**config.mk**
```make
export PLATFORM = sky130hd
export DESIGN_NAME = three_term_recurrence_checksum
export DESIGN_NICKNAME = d
export VERILOG_FILES = /design/src/rtl/core/ttrc_pkg.sv /design/src/rtl/core/ttrc_term.sv /design/src/rtl/core/three_term_recurrence_checksum.sv
export SDC_FILE = /design/constraint.sdc
export NUM_CORES = 1
export LEC_CHECK = 0
export BUFFER_PORTS_ARGS = -buffer_cell sky130_fd_sc_hd__buf_2
export CAP_MARGIN = 10
export CORE_MARGIN = 4
export CORE_UTILIZATION = 30
export DETAILED_ROUTE_END_ITERATION = 12
export GPL_TIMING_DRIVEN = 1
export SLEW_MARGIN = 5
export SYNTH_ARGS = -nofsm -noshare
export SYNTH_HDL_FRONTEND = slang
export SYNTH_SLANG_ARGS = --single-unit
```
**constraint.sdc**
```tcl
create_clock -name clk -period 35.2 [get_ports clk]
set_clock_uncertainty 0.15 [all_clocks]
set_input_delay 5.28 -clock clk [delete_from_list [all_inputs] [get_ports clk]]
set_output_delay 5.28 -clock clk [all_outputs]
set_load 0.01 [all_outputs]
```
**src/rtl/core/ttrc_pkg.sv**
```systemverilog
// shared constants for the three-term recurrence checksum
`timescale 1ns / 1ps

package ttrc_pkg;

	localparam int unsigned BYTE_W = 8;
	localparam int unsigned TERM_W = 16;
	localparam int unsigned POS_W  = 8;

	localparam logic [BYTE_W-1:0] FIRST_OFFSET = 8'd7;
	localparam logic [POS_W-1:0]  POS_MUL_A    = 8'd17;
	localparam logic [POS_W-1:0]  POS_MUL_B    = 8'd31;
	localparam logic [16:0]       CK_MODULUS   = 17'd65535;
	localparam logic [TERM_W-1:0] TERM_ONE     = 16'd1;
	localparam logic [POS_W-1:0]  POS_ONE      = 8'd1;

endpackage

```
**src/rtl/core/ttrc_term.sv**
```systemverilog
// next-term datapath: two products, difference, end-around-carry reduction mod 65535
`timescale 1ns / 1ps

module ttrc_term
	import ttrc_pkg::*;
(
	input  logic [BYTE_W-1:0] data_byte,
	input  logic [POS_W-1:0]  pos,
	input  logic [TERM_W-1:0] older,
	input  logic [TERM_W-1:0] newer,
	output logic [TERM_W-1:0] next_term
);

	logic [15:0] pos_a_full;
	logic [15:0] pos_b_full;
	logic [8:0]  coef_a;
	logic [7:0]  coef_b;
	logic [24:0] plus;
	logic [24:0] minus;
	logic        neg;
	logic [24:0] mag;
	logic [16:0] fold;
	logic [15:0] m;
	logic [16:0] wrap;

	assign pos_a_full = pos * POS_MUL_A;
	assign pos_b_full = pos * POS_MUL_B;
	assign coef_a     = {1'b0, data_byte} + {1'b0, pos_a_full[7:0]};
	assign coef_b     = pos_b_full[7:0];

	assign plus  = coef_a * newer;
	assign minus = {17'd0, coef_b} * {9'd0, older};

	assign neg = minus > plus;
	assign mag = neg ? (minus - plus) : (plus - minus);

	// 2^16 = 1 mod 65535, so fold the high part onto the low part
	assign fold = {8'd0, mag[24:16]} + {1'b0, mag[15:0]};
	assign wrap = fold - CK_MODULUS;
	assign m    = (fold >= CK_MODULUS) ? wrap[15:0] : fold[15:0];

	// negative difference maps to (1 - m) mod 65535
	always_comb begin
		logic [16:0] comp;
		comp = 17'h10000 - {1'b0, m};
		if (!neg) begin
			next_term = m;
		end else if (m == 16'd0) begin
			next_term = TERM_ONE;
		end else if (m == 16'd1) begin
			next_term = '0;
		end else begin
			next_term = comp[15:0];
		end
	end

endmodule

```
**src/rtl/core/three_term_recurrence_checksum.sv**
```systemverilog
// top level: input register, recurrence state and result register
`timescale 1ns / 1ps

// Three-term recurrence checksum over a byte stream. Each accepted input beat
// carries one message byte with first/last marks and produces exactly one
// output beat holding the running 16-bit checksum (0..65534) and a copy of the
// last mark as message_done. A first byte restarts the recurrence with the
// terms 1 and byte+7; any other byte at position p forms
// (byte + 17p mod 256) * newer - (31p mod 256) * older, reduced mod 65535 as
// the 64-bit wrapped difference would be. Bytes without a preceding first mark
// simply continue from the current state (reset state: terms 1/1, position 0).
// Throughput is one byte per clock while the output is not stalled; an accepted
// byte is loaded into the input register and moves on to the result register
// once that register is free. The rate is set by the
// state loop: both products, the subtract and the mod-65535 fold sit between
// the input register and the term registers so each byte sees the terms left
// by the one before it. in_ready stays high while the result register is
// stalled as long as the input register is empty.
module three_term_recurrence_checksum
	import ttrc_pkg::*;
(
	input  logic              clk,
	input  logic              arst_n,
	input  logic              in_valid,
	output logic              in_ready,
	input  logic [BYTE_W-1:0] data_byte,
	input  logic              first_byte,
	input  logic              last_byte,
	output logic              out_valid,
	input  logic              out_ready,
	output logic [TERM_W-1:0] checksum,
	output logic              message_done
);

	// input register
	logic              valid_s1;
	logic [BYTE_W-1:0] byte_s1;
	logic              first_s1;
	logic              last_s1;

	// recurrence state
	logic [TERM_W-1:0] older_q;
	logic [TERM_W-1:0] newer_q;
	logic [POS_W-1:0]  pos_q;

	// result register
	logic              out_valid_q;
	logic [TERM_W-1:0] checksum_q;
	logic              done_q;

	logic              adv_out;
	logic [TERM_W-1:0] next_term;
	logic [TERM_W-1:0] seed_term;

	// result register frees up when empty or being taken this cycle
	assign adv_out  = valid_s1 && (!out_valid_q || out_ready);
	assign in_ready = !valid_s1 || adv_out;

	// first byte of a message: byte + 7, never above 262
	assign seed_term = TERM_W'(byte_s1) + TERM_W'(FIRST_OFFSET);

	ttrc_term u_term (
		.data_byte (byte_s1),
		.pos       (pos_q),
		.older     (older_q),
		.newer     (newer_q),
		.next_term (next_term)
	);

	// input beat capture
	always_ff @(posedge clk or negedge arst_n) begin
		if (!arst_n) begin
			valid_s1 <= 1'b0;
		end else if (in_ready) begin
			valid_s1 <= in_valid;
		end
	end

	always_ff @(posedge clk) begin
		if (in_ready && in_valid) begin
			byte_s1  <= data_byte;
			first_s1 <= first_byte;
			last_s1  <= last_byte;
		end
	end

	// term shift and position advance (or reseed on a first byte), one byte per cycle unless the result register stalls
	always_ff @(posedge clk or negedge arst_n) begin
		if (!arst_n) begin
			older_q <= TERM_ONE;
			newer_q <= TERM_ONE;
			pos_q   <= '0;
		end else if (adv_out) begin
			if (first_s1) begin
				older_q <= TERM_ONE;
				newer_q <= seed_term;
				pos_q   <= POS_ONE;
			end else begin
				older_q <= newer_q;
				newer_q <= next_term;
				pos_q   <= pos_q + POS_ONE;
			end
		end
	end

	always_ff @(posedge clk or negedge arst_n) begin
		if (!arst_n) begin
			out_valid_q <= 1'b0;
		end else if (adv_out) begin
			out_valid_q <= 1'b1;
		end else if (out_ready) begin
			out_valid_q <= 1'b0;
		end
	end

	always_ff @(posedge clk) begin
		if (adv_out) begin
			checksum_q <= first_s1 ? seed_term : next_term;
			done_q     <= last_s1;
		end
	end

	assign out_valid    = out_valid_q;
	assign checksum     = checksum_q;
	assign message_done = done_q;

endmodule

```
; After elaboration in Yosys (flattened, before gate mapping)
; Index checks and enable logic that the tools add are counted.
[word_totals]
out_inout_bits = 19
regBits = 69
inputBits = 14
word_cells = 43
[classes]
eq_ne = 1
n_mul = 4
mux = 10
n_addsub = 8
n_lt_le_gt_ge = 2
reduce_logical = 8
[ops]
columns = cell, count
row1 = two-way mux 16 bit, 6
row2 = greater-than comparator 24 x 25 -> 1 bit, 1
row3 = multiplier 9 x 16 -> 25 bit, 1
row4 = two-way mux 25 bit, 1
row5 = subtractor 24 x 25 -> 25 bit, 1
row6 = subtractor 25 x 24 -> 25 bit, 1
row7 = multiplier 8 x 16 -> 24 bit, 1
row8 = adder 9 x 16 -> 17 bit, 1
row9 = greater-or-equal comparator 17 x 16 -> 1 bit (second input constant), 1
row10 = == test 16 x 1 -> 1 bit (second input constant), 1
row11 = logical NOT 16 bit, 1
row12 = multiplier 8 x 5 -> 8 bit (second input constant), 2
row13 = subtractor 1 x 16 -> 16 bit (first input constant), 1
row14 = subtractor 16 bit (second input constant), 1
row15 = adder 8 x 3 -> 9 bit (second input constant), 1
row16 = adder 8 x 8 -> 9 bit, 1
row17 = adder 8 x 1 -> 8 bit (second input constant), 1
row18 = two-way mux 8 bit, 1
row19 = logical AND 1 bit, 2
row20 = logical NOT 1 bit, 2
row21 = logical OR 1 bit, 2
row22 = two-way mux 1 bit, 2
row23 = nonzero test 2 bit, 1

; Longest topological paths before layout
[depth]
ltp_word = 13
depth_mapped = 70
mapped_depth_nobuf = 63

; By module
; Synthesis repeated with hierarchy kept, for this count alone.
[hier_totals]
cells_unflattened = 1852
hier_area_um2 = 15680.0
[modules_own_cells]
columns = module, seq_area_each_um2, cells_each, n_inst, area_each_um2
row1 = ttrc_term, 0.0, 1611, 1, 12829.8
row2 = three_term_recurrence_checksum, 1864.3, 241, 1, 2850.2

; Worst setup path after synthesis
; OpenSTA, ideal clock, no wires.
[synth_path]
path_type = reg2reg
from = register pos_q[1]
to = register checksum_q[14], in the netlist checksum[14] (data pin)
path_slack_ps = 20624
t_required_ps = 34911
n_path_buf = 6
synth_period_minus_slack_ps = 14576
path_stages_with_launch = 66
setup_time_ps = 139
t_arrival_ps = 14286
path_cell_list = dfrtp_1 -> inv_1 -> fa_1 -> inv_1 -> fa_1 -> inv_1 -> fa_1 -> inv_1 -> ha_1 -> inv_1 -> o21bai_1 -> a21oi_1 -> xnor2_1 -> clkbuf_1 -> nand2_1 -> fa_1 -> fa_1 -> fa_1 -> [30 not listed] -> ha_1 -> a21o_1 -> a21oi_1 -> o21ai_0 -> a41oi_1 -> or3_4 -> or2_4 -> or4_4 -> a31oi_2 -> nor2_2 -> buf_6 -> xnor2_1 -> inv_1 -> ha_1 -> o2111a_2 -> o211a_1 -> o22a_1 -> nor2_1
[synth_between]
elab_chain_cells = 13
elab_cells_between_ends = 20
cone_classes = 6 x add/sub / 4 x mul / 2 x order compare / 1 x eq/ne / 6 x mux / 1 x reduce/logical
[synth_rtl]
columns = item, line_no
row1 = start: declaration, three_term_recurrence_checksum.sv:44  ; logic [POS_W-1:0] pos_q;
row2 = start signal: assignment, three_term_recurrence_checksum.sv:101  ; pos_q <= pos_q + POS_ONE;
row3 = multiplier 8 x 5 -> 8 bit, ttrc_term.sv:26  ; assign pos_a_full = pos * POS_MUL_A;
row4 = adder 8 x 8 -> 9 bit, ttrc_term.sv:28  ; assign coef_a = {1'b0, data_byte} + {1'b0, pos_a_full[7:0]};
row5 = multiplier 9 x 16 -> 25 bit, ttrc_term.sv:31  ; assign plus = coef_a * newer;
row6 = "subtractor 25 x 24 -> 25 bit, or another cell as far along", ttrc_term.sv:35  ; assign mag = neg ? (minus - plus) : (plus - minus);
row7 = two-way mux 25 bit, ttrc_term.sv:35
row8 = adder 9 x 16 -> 17 bit, ttrc_term.sv:38  ; assign fold = {8'd0, mag[24:16]} + {1'b0, mag[15:0]};
row9 = subtractor 16 bit or greater-or-equal comparator 17 x 16 -> 1 bit (tied branches), "ttrc_term.sv:39, ttrc_term.sv:40"
row10 = two-way mux 16 bit, ttrc_term.sv:40  ; assign m = (fold >= CK_MODULUS) ? wrap[15:0] : fold[15:0];
row11 = subtractor 1 x 16 -> 16 bit or == test 16 x 1 -> 1 bit (tied branches), "ttrc_term.sv:45, ttrc_term.sv:50"
row12 = two-way mux 16 bit, ttrc_term.sv:50  ; end else if (m == 16'd1) begin
row13 = two-way mux 16 bit, ttrc_term.sv:48  ; end else if (m == 16'd0) begin
row14 = two-way mux 16 bit (*), ttrc_term.sv:46  ; if (!neg) begin
row15 = two-way mux 16 bit (*), three_term_recurrence_checksum.sv:118  ; checksum_q <= first_s1 ? seed_term : next_term;
row16 = end signal: assignment, three_term_recurrence_checksum.sv:118
row17 = end: declaration, three_term_recurrence_checksum.sv:48  ; logic [TERM_W-1:0] checksum_q;
; Mark *: on every way between the ends. The rest lies on a longest branch, timed or not.
; A chain may end at the register's enable or synchronous reset.

; Final worst setup path
[layout_path]
from = register pos_q[0]
to = register newer_q[8]
[layout_between]
elab_chain_cells = 13
elab_cells_between_ends = 20
cone_classes = 6 x add/sub / 4 x mul / 2 x order compare / 1 x eq/ne / 6 x mux / 1 x reduce/logical
[layout_rtl]
columns = item, line_no
row1 = multiplier 8 x 5 -> 8 bit, ttrc_term.sv:26
row2 = adder 8 x 8 -> 9 bit, ttrc_term.sv:28
row3 = multiplier 9 x 16 -> 25 bit, ttrc_term.sv:31
row4 = "subtractor 25 x 24 -> 25 bit, or another cell as far along", ttrc_term.sv:35
row5 = two-way mux 25 bit, ttrc_term.sv:35
row6 = adder 9 x 16 -> 17 bit, ttrc_term.sv:38
row7 = subtractor 16 bit or greater-or-equal comparator 17 x 16 -> 1 bit (tied branches), "ttrc_term.sv:39, ttrc_term.sv:40"
row8 = two-way mux 16 bit, ttrc_term.sv:40
row9 = subtractor 1 x 16 -> 16 bit or == test 16 x 1 -> 1 bit (tied branches), "ttrc_term.sv:45, ttrc_term.sv:50"
row10 = two-way mux 16 bit, ttrc_term.sv:50
row11 = two-way mux 16 bit, ttrc_term.sv:48
row12 = two-way mux 16 bit (*), ttrc_term.sv:46
row13 = two-way mux 16 bit (*), three_term_recurrence_checksum.sv:94  ; if (first_s1) begin
row14 = end signal: assignment, three_term_recurrence_checksum.sv:96  ; newer_q <= seed_term;
row15 = end signal: assignment, three_term_recurrence_checksum.sv:100  ; newer_q <= next_term;
row16 = end: declaration, three_term_recurrence_checksum.sv:43  ; logic [TERM_W-1:0] newer_q;
; Marked as above.

==> flow_summary.ini <==
[status]
status = completed

[sta]
hold_violations = 0
maxSlewHeadroom_pct = 17.47
holdWs_ns = 0.2828
fin_crit_ns = 17.74
drv_slew = 0
finalSetupTns_ns = 0
fmax_mhz = 56.37
worst_pin_slew_ns = 1.229
setup_viol = 0
finalCritPeriodShare_pct = 50.40
rsz0062_at_grt = false

[floorplanning]
dieArea_um2 = 57480
rows = 84
io_pins = 33
fp.dieW_um = 239.8
initial_utilization_pct = 30.48
fp.dieH_um = 239.8
coreArea_um2 = 52870

[logic_synthesis]
synth_seq_area_share_pct = 11.57
synth_area_leaders = fa_1 25%, ha_1 13%, inv_1 7.2%
ys_seq_elements = 69
synth_ff_type = dfrtp_1
synth_most_common_cell = inv_1
netlist_area_um2 = 16110
syn_avg_cell_area_um2 = 8.526
synth.distinct_cells = 95
synth_edf_count = 27
ys_warn_count = 0
syn-num-nets = 2274
ys_async_sr_fraction_pct = 60.87
yosysTopAreaCell = fa_1
synth_common_cells = 307 x inv_1, 209 x nand2_1, 198 x fa_1, 172 x ha_1, 136 x and2_1
synthCells = 1890
yosysTopAreaCellShare_pct = 24.60

[global_route]
use_met2_pct = 25.13
grt_busiest_layer = met2
grt_util_met1_pct = 21.62
grt_start_max_net_pins = 45
track_usage_pct = 14.98
antenna_found_initial = 0
gr-total-overflow = 0
grt_pass1_vias = 13040
grt_first_pass_wirelength_um = 70320
grt_use_met3_pct = 1.220

[job]
max_cap_viol_count = 0

[critical_path]
required_ns = 35.27
path_delay_family = compound AO/OA/AOI/OAI gates
cp_slowest_stage_delay_ns = 0.96
path_buf_inv = 5
endpoint_kind = register
cp-start-kind = register
critPathMaxFanout = 37
path_class = register to register
crit_slowest_cell = dfrtp_1
cp.arrival_ns = 17.81
path_common_cell = a21oi_1

[placement]
gp_congestion = 0.9295
dp_hpwl_um = 35870
io_buffers = 32
dpl-instance-area_um2 = 16870

[hold_path]
hold_path_class = register to register

[detailed_routing]
drtIter0Drc = 804
antenna_left = 0
first_pass_iters = 5
vias_per_cell = 5.002
drt-total-wl_um = 43170
wl_per_cell_um = 16.88
vias = 12790
drc_errors = 0

[cts]
clk_pin_slew_ns = 0.06
h-tree-depth = 3
holdBufCountCts = 0
cts-root-buf = clkbuf_16
cts_buffer_depth = 2
post_cts_resized = 0
cts_buffers = 9
postCtsSetupRepairBufs = 0
clkLatencyLatePin_ns = 0.33
clock_sinks = 69
cts_tree = done

[finish]
drive_gt1_share_pct = 6.314
area_delta_synth_final_pct = 6.515
final_area_um2 = 17160
antenna_cells = 0
fin_nets = 2248
fin_util_pct = 32.47
## worst reg2reg max path, delay by kind of cell (launching register included)
kind | cells | cell delay (ns)
muxes | 2 | 0.74
adders and majority gates | 12 | 5.42
and+or+nand+nor | 9 | 2.45
buffers and inverters | 5 | 0.66
AOI/OAI and AO/OA | 28 | 5.70
xor gates and xnor gates | 4 | 1.59
DFF | 1 | 0.96
## state kept, by name (all words and copies together), names as in the netlist
| register | count |
|---|---|
| byte_s1 | 8 |
| checksum | 16 |
| first_s1 | 1 |
| last_s1 | 1 |
| message_done | 1 |
| newer_q | 16 |
| older_q | 16 |
| out_valid | 1 |
| pos_q | 8 |
| valid_s1 | 1 |
## kinds of logic (layout without fill, tap and decap cells)
kind of cell               Yosys count  after routing  share of synthesized area (%)
muxes                               19             19                          1.336
and+or+nand+nor                    549            549                          17.36
xor gates and xnor gates           116            116                          6.305
buffers and inverters              386            365                          9.434
adders and majority gates          370            370                          37.95
AOI/OAI and AO/OA                  381            381                          16.04
DFF                                 69             69                          11.57
## through the flow
stage / cells / setup slack, ns
after floorplan: 1890 / 20.62
final: 2557 / 17.46
after CTS: 2557 / 17.58
after global placement: 2541 / 18.02
after detailed placement: 2541 / 17.66
after global routing: 2557 / 16.14
## layer usage
metal / wire length, um / vias to the layer above / part of all wire [%]
met4: 490 / 0 / 1.1
li1: - / 6084 / -
met3: 1800 / 37 / 4.2
met2: 20530 / 282 / 48
met1: 20340 / 6388 / 47
met5: 0 / - / 0
## path summary, 6_finish.rpt
check / startpoint / endpoint / slack (ns) / depth (start not counted)
min in group asynchronous: arst_n / pos_q[7] / 4.97 / 1
max in group asynchronous: arst_n / older_q[9] / 29.29 / 1
worst max register to register: pos_q[0] / newer_q[8] / 17.46 / 60
worst max-delay path: pos_q[0] / newer_q[8] / 17.46 / 60
worst min-delay path: last_s1 / message_done / 0.28 / 0
worst min register to register: last_s1 / message_done / 0.28 / 0
## layout by cell type (no fill, tap or decap), types with 40 or more instances in the layout
cell type	synthesis	layout
a21o_1	51	51
a21oi_1	98	98
and2_1	136	136
dfrtp_1	40	40
fa_1	198	198
ha_1	172	172
inv_1	307	307
nand2_1	209	209
nor2_1	59	59
o21ai_0	69	69
xnor2_1	69	66
xor2_1	47	46
## final cells by class
type                            count  area [um2]
Clock buffer                        9       225.2
Clock inverter                      7       66.31
Fill cell                        5438       35700
Inverter                          307        1152
Multi-Input combinational cell   1435       12760
Sequential cell                    69        1864
Tap cell                          688       860.8
Timing Repair Buffer               42       235.2
Power is not shown: default switching activity piles up to over one toggle a cycle in this logic, so the estimate is an artifact.
